==> config.mk <==
export PLATFORM = sky130hd
export DESIGN_NAME = least_loaded_server_registry
export DESIGN_NICKNAME = d
export VERILOG_FILES = /design/src/rtl/llsr_pkg.sv /design/src/rtl/least_loaded_server_registry.sv /design/src/rtl/llsr_dp.sv /design/src/rtl/llsr_ctrl.sv
export SDC_FILE = /design/constraint.sdc
export NUM_CORES = 1
export LEC_CHECK = 0
export ABC_AREA = 1
export ABC_CLOCK_PERIOD_IN_PS = 7200
export BUFFER_PORTS_ARGS = -buffer_cell sky130_fd_sc_hd__buf_4
export CAP_MARGIN = 25
export CORE_ASPECT_RATIO = 0.9
export CORE_MARGIN = 8
export CORE_UTILIZATION = 50
export DETAILED_ROUTE_END_ITERATION = 16
export GPL_ROUTABILITY_DRIVEN = 0
export PLACE_DENSITY = 0.66
export SYNTH_ARGS = -nofsm -noshare
export SYNTH_HDL_FRONTEND = slang
export SYNTH_SLANG_ARGS = --single-unit
==> constraint.sdc <==
create_clock -name clk -period 7.2 [get_ports clk]
set_clock_uncertainty 0.15 [all_clocks]
set_input_delay 1.44 -clock clk [delete_from_list [all_inputs] [get_ports clk]]
set_output_delay 1.44 -clock clk [all_outputs]
set_load 0.02 [all_outputs]
==> src/rtl/llsr_pkg.sv <==
`default_nettype none
// ----------------------------------------------------------------------------
// llsr_pkg
// Shared types, codes and sizes for the least-loaded server registry.
// ----------------------------------------------------------------------------
package llsr_pkg;

    localparam int TABLE_DEPTH = 16;
    localparam int LOAD_BITS   = 10;
    localparam int IDX_W       = $clog2(TABLE_DEPTH);
    localparam int TOTAL_W     = $clog2(TABLE_DEPTH + 1);

    localparam logic [LOAD_BITS-1:0] LOAD_MAX = '1;

    // operation codes
    localparam logic [1:0] OP_REGISTER   = 2'd0;
    localparam logic [1:0] OP_UNREGISTER = 2'd1;
    localparam logic [1:0] OP_RELEASE    = 2'd2;
    localparam logic [1:0] OP_PICK       = 2'd3;

    // result status codes
    localparam logic [2:0] ST_OK       = 3'd0;
    localparam logic [2:0] ST_DUP      = 3'd1;
    localparam logic [2:0] ST_NOTFOUND = 3'd2;
    localparam logic [2:0] ST_EMPTY    = 3'd3;
    localparam logic [2:0] ST_FULL     = 3'd4;

    typedef struct packed {
        logic [1:0]  opcode;
        logic [15:0] server_port;
        logic [31:0] server_address;
    } request_t;

    typedef struct packed {
        logic [2:0]           status;
        logic [31:0]          chosen_address;
        logic [15:0]          chosen_port;
        logic [LOAD_BITS-1:0] chosen_load;
        logic [TOTAL_W-1:0]   entries_in_use;
    } result_t;

    typedef struct packed {
        logic [15:0]          port;
        logic [31:0]          address;
        logic [LOAD_BITS-1:0] load;
    } entry_t;

    // controller -> datapath
    typedef struct packed {
        logic       capture;
        logic       scan;
        logic       shift_init;
        logic       shift;
        logic       append;
        logic       release_one;
        logic       pick;
        logic       drop;
        logic       finish;
        logic [2:0] code;
    } dp_cmd_t;

    // datapath -> controller
    typedef struct packed {
        logic [1:0] opcode;
        logic       scan_done;
        logic       shift_done;
        logic       found;
        logic       full;
        logic       empty;
    } dp_stat_t;

endpackage
`default_nettype wire

==> src/rtl/least_loaded_server_registry.sv <==
`default_nettype none
// ----------------------------------------------------------------------------
// least_loaded_server_registry
// Ordered server table with register, unregister, release and
// least-loaded pick; one result item per request item.
// ----------------------------------------------------------------------------
// A request item is taken at a rising edge where start is high and busy is
// low. Exactly one result item follows: it sits on result for a single cycle
// with done high and must be taken then, since the block cannot be held off.
// The time from acceptance to done grows with the number of registered
// servers, and an unregister adds a compaction pass over the entries that
// lie above the removed one. The scan reads one entry per cycle from the
// entry memory, and compaction moves one entry per cycle. Busy drops in the
// cycle done rises, so no new request is taken before the previous result.
// ----------------------------------------------------------------------------
module least_loaded_server_registry (
    input  wire logic               clk,
    input  wire logic               rst_n,
    input  wire logic               start,
    output logic                    busy,
    input  wire llsr_pkg::request_t request,
    output logic                    done,
    output llsr_pkg::result_t       result
);

    llsr_pkg::dp_cmd_t  cmd;
    llsr_pkg::dp_stat_t stat;

    // sequence each item: capture, scan, decide, optional compaction, report
    llsr_ctrl u_ctrl (
        .clk   (clk),
        .rst_n (rst_n),
        .start (start),
        .stat  (stat),
        .busy  (busy),
        .cmd   (cmd)
    );

    // hold the table, track match and minimum, drive the result register
    llsr_dp u_dp (
        .clk     (clk),
        .rst_n   (rst_n),
        .request (request),
        .cmd     (cmd),
        .stat    (stat),
        .done    (done),
        .result  (result)
    );

    // an accepted item keeps the block busy on the next cycle
    assert property (@(posedge clk) disable iff (!rst_n)
        (start && !busy) |=> busy)
        else $error("busy not raised after accepting an item");

    // results are single-cycle strobes, never adjacent
    assert property (@(posedge clk) disable iff (!rst_n)
        done |=> !done)
        else $error("done held for more than one cycle");

    // entry count never exceeds the table depth
    assert property (@(posedge clk) disable iff (!rst_n)
        done |-> (result.entries_in_use
                  <= llsr_pkg::TOTAL_W'(llsr_pkg::TABLE_DEPTH)))
        else $error("entries_in_use beyond table depth");

    // only a successful pick carries a chosen server
    assert property (@(posedge clk) disable iff (!rst_n)
        (done && (result.status != llsr_pkg::ST_OK)) |->
        ((result.chosen_port == '0) && (result.chosen_address == '0)
         && (result.chosen_load == '0)))
        else $error("chosen fields set on a failed operation");

endmodule
`default_nettype wire

==> src/rtl/llsr_dp.sv <==
`default_nettype none
// ----------------------------------------------------------------------------
// llsr_dp
// Datapath: entry memory, scan/shift index, match and minimum trackers,
// entry count and the result register.
// ----------------------------------------------------------------------------
module llsr_dp (
    input  wire logic               clk,
    input  wire logic               rst_n,
    input  wire llsr_pkg::request_t request,
    input  wire llsr_pkg::dp_cmd_t  cmd,
    output llsr_pkg::dp_stat_t      stat,
    output logic                    done,
    output llsr_pkg::result_t       result
);

    localparam int IDX_W   = llsr_pkg::IDX_W;
    localparam int TOTAL_W = llsr_pkg::TOTAL_W;

    llsr_pkg::entry_t mem [llsr_pkg::TABLE_DEPTH];

    // control state
    logic [TOTAL_W-1:0] idx_reg,   idx_next;
    logic [TOTAL_W-1:0] total_reg, total_next;
    logic               pend_reg,  pend_next;
    logic               found_reg, found_next;
    logic               best_vld_reg, best_vld_next;
    logic               done_reg,  done_next;

    // payload
    llsr_pkg::request_t req_reg,   req_next;
    llsr_pkg::entry_t   rdata_reg;
    logic [IDX_W-1:0]   rd_idx_reg, rd_idx_next;
    logic [IDX_W-1:0]   match_idx_reg, match_idx_next;
    llsr_pkg::entry_t   match_reg, match_next;
    logic [IDX_W-1:0]   best_idx_reg, best_idx_next;
    llsr_pkg::entry_t   best_reg, best_next;
    llsr_pkg::entry_t   chosen_reg, chosen_next;
    llsr_pkg::result_t  result_reg, result_next;

    logic               we;
    logic [IDX_W-1:0]   waddr;
    llsr_pkg::entry_t   wdata;
    logic               more;

    assign more = (idx_reg != total_reg);

    always_comb
    begin
        idx_next       = idx_reg;
        total_next     = total_reg;
        pend_next      = 1'b0;
        found_next     = found_reg;
        best_vld_next  = best_vld_reg;
        done_next      = cmd.finish;
        req_next       = req_reg;
        rd_idx_next    = idx_reg[IDX_W-1:0];
        match_idx_next = match_idx_reg;
        match_next     = match_reg;
        best_idx_next  = best_idx_reg;
        best_next      = best_reg;
        chosen_next    = chosen_reg;
        result_next    = result_reg;
        we             = 1'b0;
        waddr          = '0;
        wdata          = rdata_reg;

        if (cmd.capture)
        begin
            req_next      = request;
            idx_next      = '0;
            found_next    = 1'b0;
            best_vld_next = 1'b0;
            chosen_next   = '0;
        end

        // advance the read index one entry per cycle
        if ((cmd.scan || cmd.shift) && more)
        begin
            pend_next = 1'b1;
            idx_next  = idx_reg + TOTAL_W'(1);
        end

        if (cmd.scan && pend_reg)
        begin
            if (!found_reg && (rdata_reg.port == req_reg.server_port))
            begin
                found_next     = 1'b1;
                match_idx_next = rd_idx_reg;
                match_next     = rdata_reg;
            end
            // strict compare keeps the first entry holding the minimum
            if (!best_vld_reg || (rdata_reg.load < best_reg.load))
            begin
                best_vld_next = 1'b1;
                best_idx_next = rd_idx_reg;
                best_next     = rdata_reg;
            end
        end

        if (cmd.shift_init)
        begin
            idx_next = TOTAL_W'(match_idx_reg) + TOTAL_W'(1);
        end

        if (cmd.shift && pend_reg)
        begin
            we    = 1'b1;
            waddr = rd_idx_reg - IDX_W'(1);
            wdata = rdata_reg;
        end

        if (cmd.append)
        begin
            we            = 1'b1;
            waddr         = total_reg[IDX_W-1:0];
            wdata.port    = req_reg.server_port;
            wdata.address = req_reg.server_address;
            wdata.load    = '0;
            total_next    = total_reg + TOTAL_W'(1);
        end

        if (cmd.release_one)
        begin
            we    = 1'b1;
            waddr = match_idx_reg;
            wdata = match_reg;
            if (match_reg.load != '0)
            begin
                wdata.load = match_reg.load - llsr_pkg::LOAD_BITS'(1);
            end
        end

        if (cmd.pick)
        begin
            we    = 1'b1;
            waddr = best_idx_reg;
            wdata = best_reg;
            if (best_reg.load != llsr_pkg::LOAD_MAX)
            begin
                wdata.load = best_reg.load + llsr_pkg::LOAD_BITS'(1);
            end
            chosen_next = wdata;
        end

        if (cmd.drop)
        begin
            total_next = total_reg - TOTAL_W'(1);
        end

        if (cmd.finish)
        begin
            result_next.status         = cmd.code;
            result_next.chosen_address = chosen_reg.address;
            result_next.chosen_port    = chosen_reg.port;
            result_next.chosen_load    = chosen_reg.load;
            result_next.entries_in_use = total_reg;
        end
    end

    always_ff @(posedge clk or negedge rst_n)
    begin
        if (!rst_n)
        begin
            idx_reg      <= '0;
            total_reg    <= '0;
            pend_reg     <= 1'b0;
            found_reg    <= 1'b0;
            best_vld_reg <= 1'b0;
            done_reg     <= 1'b0;
        end
        else
        begin
            idx_reg      <= idx_next;
            total_reg    <= total_next;
            pend_reg     <= pend_next;
            found_reg    <= found_next;
            best_vld_reg <= best_vld_next;
            done_reg     <= done_next;
        end
    end

    always_ff @(posedge clk)
    begin
        req_reg       <= req_next;
        rd_idx_reg    <= rd_idx_next;
        match_idx_reg <= match_idx_next;
        match_reg     <= match_next;
        best_idx_reg  <= best_idx_next;
        best_reg      <= best_next;
        chosen_reg    <= chosen_next;
        result_reg    <= result_next;
    end

    // entry memory: one write and one registered read per cycle
    always_ff @(posedge clk)
    begin
        if (we)
        begin
            mem[waddr] <= wdata;
        end
        rdata_reg <= mem[idx_reg[IDX_W-1:0]];
    end

    assign stat.opcode     = req_reg.opcode;
    assign stat.scan_done  = !more && !pend_reg;
    assign stat.shift_done = !more && !pend_reg;
    assign stat.found      = found_reg;
    assign stat.full       = (total_reg == TOTAL_W'(llsr_pkg::TABLE_DEPTH));
    assign stat.empty      = (total_reg == '0);

    assign done   = done_reg;
    assign result = result_reg;

endmodule
`default_nettype wire

==> src/rtl/llsr_ctrl.sv <==
`default_nettype none
// ----------------------------------------------------------------------------
// llsr_ctrl
// Controller: sequences capture, table scan, decision, compaction and result.
// ----------------------------------------------------------------------------
module llsr_ctrl (
    input  wire logic               clk,
    input  wire logic               rst_n,
    input  wire logic               start,
    input  wire llsr_pkg::dp_stat_t stat,
    output logic                    busy,
    output llsr_pkg::dp_cmd_t       cmd
);

    localparam logic [2:0] S_IDLE   = 3'd0;
    localparam logic [2:0] S_SCAN   = 3'd1;
    localparam logic [2:0] S_DECIDE = 3'd2;
    localparam logic [2:0] S_SHIFT  = 3'd3;
    localparam logic [2:0] S_FINISH = 3'd4;

    logic [2:0] state_reg, state_next;
    logic [2:0] code_reg,  code_next;

    always_comb
    begin
        state_next = state_reg;
        code_next  = code_reg;
        cmd        = '0;
        cmd.code   = code_reg;

        unique case (state_reg)
            S_IDLE:
            begin
                if (start)
                begin
                    cmd.capture = 1'b1;
                    state_next  = S_SCAN;
                end
            end
            S_SCAN:
            begin
                cmd.scan = 1'b1;
                if (stat.scan_done)
                begin
                    state_next = S_DECIDE;
                end
            end
            S_DECIDE:
            begin
                state_next = S_FINISH;
                code_next  = llsr_pkg::ST_OK;
                unique case (stat.opcode)
                    llsr_pkg::OP_REGISTER:
                    begin
                        priority if (stat.found)
                            code_next = llsr_pkg::ST_DUP;
                        else if (stat.full)
                            code_next = llsr_pkg::ST_FULL;
                        else
                            cmd.append = 1'b1;
                    end
                    llsr_pkg::OP_UNREGISTER:
                    begin
                        if (!stat.found)
                        begin
                            code_next = llsr_pkg::ST_NOTFOUND;
                        end
                        else
                        begin
                            cmd.shift_init = 1'b1;
                            state_next     = S_SHIFT;
                        end
                    end
                    llsr_pkg::OP_RELEASE:
                    begin
                        if (!stat.found)
                            code_next = llsr_pkg::ST_NOTFOUND;
                        else
                            cmd.release_one = 1'b1;
                    end
                    llsr_pkg::OP_PICK:
                    begin
                        if (stat.empty)
                            code_next = llsr_pkg::ST_EMPTY;
                        else
                            cmd.pick = 1'b1;
                    end
                    default:
                    begin
                        code_next = llsr_pkg::ST_OK;
                    end
                endcase
            end
            S_SHIFT:
            begin
                cmd.shift = 1'b1;
                if (stat.shift_done)
                begin
                    cmd.drop   = 1'b1;
                    state_next = S_FINISH;
                end
            end
            S_FINISH:
            begin
                cmd.finish = 1'b1;
                state_next = S_IDLE;
            end
            default:
            begin
                state_next = S_IDLE;
            end
        endcase
    end

    always_ff @(posedge clk or negedge rst_n)
    begin
        if (!rst_n)
        begin
            state_reg <= S_IDLE;
            code_reg  <= llsr_pkg::ST_OK;
        end
        else
        begin
            state_reg <= state_next;
            code_reg  <= code_next;
        end
    end

    assign busy = (state_reg != S_IDLE);

endmodule
`default_nettype wire
# == Word-level counts from Yosys, hierarchy flattened ==
# Memories as Yosys holds them, arrays and structs flattened. A register that Yosys moved wholly into a read port is not among the register bits.
# Cells that the tools add are included.
# classes
order_cmp,1
n_reduce_logical,23
muxes,57
eq_ne,14
add_sub_neg,7
# op_table
operator,count
58-bit 2-to-1 mux,5
1-bit 2-to-1 mux,29
5-bit 2-to-1 mux,5
3-bit 2-to-1 mux,8
10-bit 2-to-1 mux,2
16-bit == test,1
4-bit 2-to-1 mux,4
3-bit case mux with 4 select lines,1
"10-bit by 1-bit adder with 10-bit output, second input constant",1
"5-bit by 1-bit adder with 5-bit output, second input constant",2
10-bit < comparator,1
"10-bit != test, second input constant",1
10-bit nonzero test,1
"10-bit by 1-bit subtractor with 10-bit output, second input constant",1
3-bit case mux with 3 select lines,1
"3-bit by 2-bit == test with 1-bit output, second input constant",2
"2-bit != test, second input constant",3
3-bit nonzero test,2
"4-bit by 1-bit adder with 5-bit output, second input constant",1
"5-bit == test, second input constant",1
1-bit logical AND,5
5-bit zero test,1
5-bit != test,1
"5-bit by 1-bit subtractor with 5-bit output, second input constant",1
14 further kinds,22
# totals
mem_bits_rw,928
ff_bits,322
n_memories,1
out_inout_bits,68
wordCells,131
in_bits,53
# mem_list
memory,depth,width,rd,rd_clocked_by_memory_dff,write_ports,line,source
u_dp.mem,16,58,1,1,1,llsr_dp.sv:20,llsr_pkg::entry_t mem [llsr_pkg::TABLE_DEPTH];

# == Longest topological paths before layout ==
# logic_depth
word_depth,10
mapped_depth,16
mapped_depth_nobuf,16

# == Hierarchy ==
# From an unflattened synthesis, not the netlist that was laid out.
# unflattened
cells_unflattened,4156
area_unflattened_um2,53364.9
# modules_own_cells
mod,seq_area_each_um2,area_per_inst_um2,cells_per_inst,instances
llsr_dp,38406.8,52909.5,4090,1
llsr_ctrl,150.1,455.4,66,1

# == Worst setup path after synthesis ==
# No wires, ideal clock.
# synth_path
kind,input -> register
from,in start
to,reg u_dp.chosen_reg[0] in the netlist's numbering (enable)
t_arrival_ps,5352
cell_stages,4
setup_ps,417
slack_ps,1281
cell_sequence,inv_1 -> nor2_1 -> inv_1 -> nand2_1
# synth_lines
item,line,source
start: declaration,least_loaded_server_registry.sv:19,"input wire logic start,"
end signal: assignment,llsr_dp.sv:191,chosen_reg <= chosen_next;
end: declaration,llsr_dp.sv:38,"llsr_pkg::entry_t chosen_reg, chosen_next;"

# == Worst setup path after layout ==
# layout_path
from,reg u_dp.total_reg[1]
to,mem u_dp.mem[15][27] in the netlist's numbering (enable)
# layout_via
elab_chain_cells,10
elab_cells_between_ends,16
cone_classes,eq/ne (1); mux (14); reduce/logical (1)
# layout_rtl
item,line,source
start: declaration,llsr_dp.sv:24,"logic [TOTAL_W-1:0] total_reg, total_next;"
start signal: assignment,llsr_dp.sv:175,total_reg <= total_next;
5-bit == test,llsr_dp.sv:209,assign stat.full = (total_reg == TOTAL_W'(llsr_pkg::TABLE_DEPTH));
1-bit 2-to-1 mux,llsr_ctrl.sv:57,else if (stat.full)
1-bit 2-to-1 mux,llsr_ctrl.sv:55,priority if (stat.found)
1-bit 2-to-1 mux,llsr_ctrl.sv:52,unique case (stat.opcode)
3-bit 2-to-1 mux,llsr_ctrl.sv:31,unique case (state_reg)
1-bit 2-to-1 mux,llsr_dp.sv:113,if (cmd.append)
1-bit 2-to-1 mux,llsr_dp.sv:123,if (cmd.release_one)
1-bit 2-to-1 mux,llsr_dp.sv:134,if (cmd.pick)
1-bit 2-to-1 mux,llsr_dp.sv:198,if (we)
1-bit 2-to-1 mux (implied by the code),llsr_dp.sv:200,mem[waddr] <= wdata;
end: declaration,llsr_dp.sv:20,
# Parallel ways exist; a longest one is shown, timed or not.

==> results.sh <==
export IMPL_place_inst=5182
export IMPL_drt_antenna_violating_nets=0
export IMPL_stdcell_count=5449
export IMPL_grt_pass1_vias=29800
export IMPL_hp_class="flip-flop to flip-flop"
export IMPL_yosys_area_top_type="edfxtp_1"
export IMPL_synthTopCellsByArea="edfxtp_1, nand2_1, o21ai_0"
export IMPL_synthCells=3853
export IMPL_die_w_um=352
export IMPL_async_flop_share_pct=1.53
export IMPL_numCtsBuffers=134
export IMPL_rsz0062_at_grt="false"
export IMPL_syn_nets=3929
export IMPL_tightestPinTransition_ns=1.12
export IMPL_status="complete, no violations"
export IMPL_wl_per_cell_um=24.0
export IMPL_synth_warnings=0
export IMPL_clkSlewWorstSetupHoldPaths_ns=0.05
export IMPL_dpl_hpwl_mm=71.7
export IMPL_h_tree_depth=4
export IMPL_hold_viol=0
export IMPL_setup_tns_ns=0
export IMPL_diodes=0
export IMPL_relSlewSlack_pct=25.3
export IMPL_final_setup_viol_count=0
export IMPL_endpoint_kind="flip-flop"
export IMPL_synth_area_um2=50900
export IMPL_drv_slew=0
export IMPL_drtIter0Drc=3887
export IMPL_via_per_inst=5.81
export IMPL_utilization_pct=56.9
export IMPL_start_util_pct=50.2
export IMPL_die_area_um2=112000
export IMPL_synth_edf_count=1226
export IMPL_worstPathMaxFanout=102
export IMPL_ioPinCount=121
export IMPL_insertion_delay_ns=0.73
export IMPL_synth_distinct_cells=47
export IMPL_synth_avg_cell_area_um2=13.2
export IMPL_finalCritPeriodShare_pct=60.2
export IMPL_grt_overflow=0
export IMPL_synth_seq_cells=1308
export IMPL_cts_root_buffer_cell="clkbuf_16"
export IMPL_maxCapViolCount=0
export IMPL_drc=0
export IMPL_crit_path_start_kind="flip-flop"
export IMPL_post_cts_setup_buffers=0
export IMPL_areaGrowthSynthToFinish_pct=13.5
export IMPL_io_buffers=120
export IMPL_cp_required_ns=7.40
export IMPL_crit_type="flip-flop to flip-flop"
export IMPL_leakage_uw=0.0202
export IMPL_cts_sinks=1308
export IMPL_fmax_mhz=231
export IMPL_drive_above_1_share_pct=11.8
export IMPL_grt_pass1_wl_mm=193
export IMPL_post_route_min_period_ns=4.33
export IMPL_drtPass1Iterations=6
export IMPL_wl_mm=131
export IMPL_cts_tree="done"
export IMPL_powerDensity_nw_per_um2=435
export IMPL_cts_resized=0
export IMPL_grt_usage_pct=22.7
export IMPL_nets=4061
export IMPL_ys_flop_type="edfxtp_1"
export IMPL_synth_top_cell_area_share_pct=72.4
export IMPL_vdd_drop_max_v=0.000283
export IMPL_core_area_um2=101000
export IMPL_cts_buffer_depth=3
export IMPL_die_height_um=319
export IMPL_grt_start_max_net_pins=198
export IMPL_cp_data_arrival_time_ns=4.53
export IMPL_largest_reg_flops=928
export IMPL_ys_seq_area_share_pct=75.8
export IMPL_ctsHoldBuffers=0
export IMPL_std_cell_rows=111
export IMPL_vias=31600
export IMPL_antenna_found_initial=3
## synthesized netlist by cell type (28+ instances only)
cell / number
a21oi_1: 168
a311oi_1: 42
buf_2: 108
clkbuf_1: 79
dfxtp_1: 62
edfxtp_1: 1226
inv_1: 144
nand2_1: 727
nand3_1: 124
nand4_1: 30
nor2_1: 367
o2111ai_1: 28
o21ai_0: 356
o221ai_1: 40
o22ai_1: 124
## area by class of cell
cell class                      count  area (um2)
Inverter                          155         601
Tap cell                         1356        1700
Sequential cell                  1308       38600
Timing Repair Buffer              220        1800
Multi-Input combinational cell   2166       10800
Fill cell                        7948       43700
Clock inverter                     59         513
Clock buffer                      185        3790
## power breakdown
group / switching, uW / internal [uW] / leakage [uW]
clock network: 2800 / 3940 / 0.00210
registers: 714 / 10800 / 0.0119
logic: 5100 / 1790 / 0.00620
total: 8620 / 16500 / 0.0202
## logic make-up after synthesis
group | synth area share, %
adder cells (fa/ha/maj) | 0.581
AO/OA/AOI/OAI | 9.18
AND/OR/NAND/NOR | 10.6
XOR/XNOR | 0.482
flip-flops | 75.8
buffers and inverters | 3.38
## worst max-delay path, cell delays in order, from the launching register on
cell	delay, ns
dfrtp_1	0.47
nor2_1	0.19
nand4_1	0.26
nand2_8	0.54
inv_2	0.27
nand2_1	0.11
nand2_1	0.14
inv_2	0.11
nand2_2	0.16
nor2_4	0.73
buf_4	0.80
## final timing paths
path | slack (ns) | depth (start not counted) | start | to
max reg2reg | 2.87 | 10 | u_dp.total_reg[1] | u_dp.mem[15][27]
min | 0.27 | 0 | u_dp.chosen_reg[4] | u_dp.result[9]
max in group asynchronous | 6.19 | 1 | rst_n | u_dp.idx_reg[0]
min in group asynchronous | 0.45 | 1 | rst_n | u_dp.done
max | 2.87 | 10 | u_dp.total_reg[1] | u_dp.mem[15][27]
min reg2reg | 0.27 | 0 | u_dp.chosen_reg[4] | u_dp.result[9]
## layer usage
layer	global-route usage [%]	vias to the layer above	wire length, um
met5	0	-	35
met4	6.74	6	2960
met3	5.22	208	13900
met2	35.1	1631	59700
met1	32.2	15500	54400
li1	-	14300	-
## metrics by stage
step	area, um2	hold slack, ns	setup WS, ns	power (uW)
2_1_floorplan	50900	0.192	1.28	15700
3_3_place_gp	53000	0.251	2.90	18100
3_5_place_dp	53200	0.255	2.85	18300
4_1_cts	57500	0.267	2.84	25000
5_1_grt	57700	0.272	2.61	26200
6_report	57700	0.266	2.87	25100
## placed cells by master, fill, tap and decap left out, types with 124 or more instances in the layout
master / netlist / routed
buf_4: 22 / 211
edfxtp_1: 1226 / 1226
a21oi_1: 168 / 167
nor2_1: 367 / 348
inv_1: 144 / 142
o22ai_1: 124 / 124
nand2_1: 727 / 726
clkbuf_16: 0 / 139
nand3_1: 124 / 124
o21ai_0: 356 / 356
Note: power is estimated with default switching activity, not from simulation.
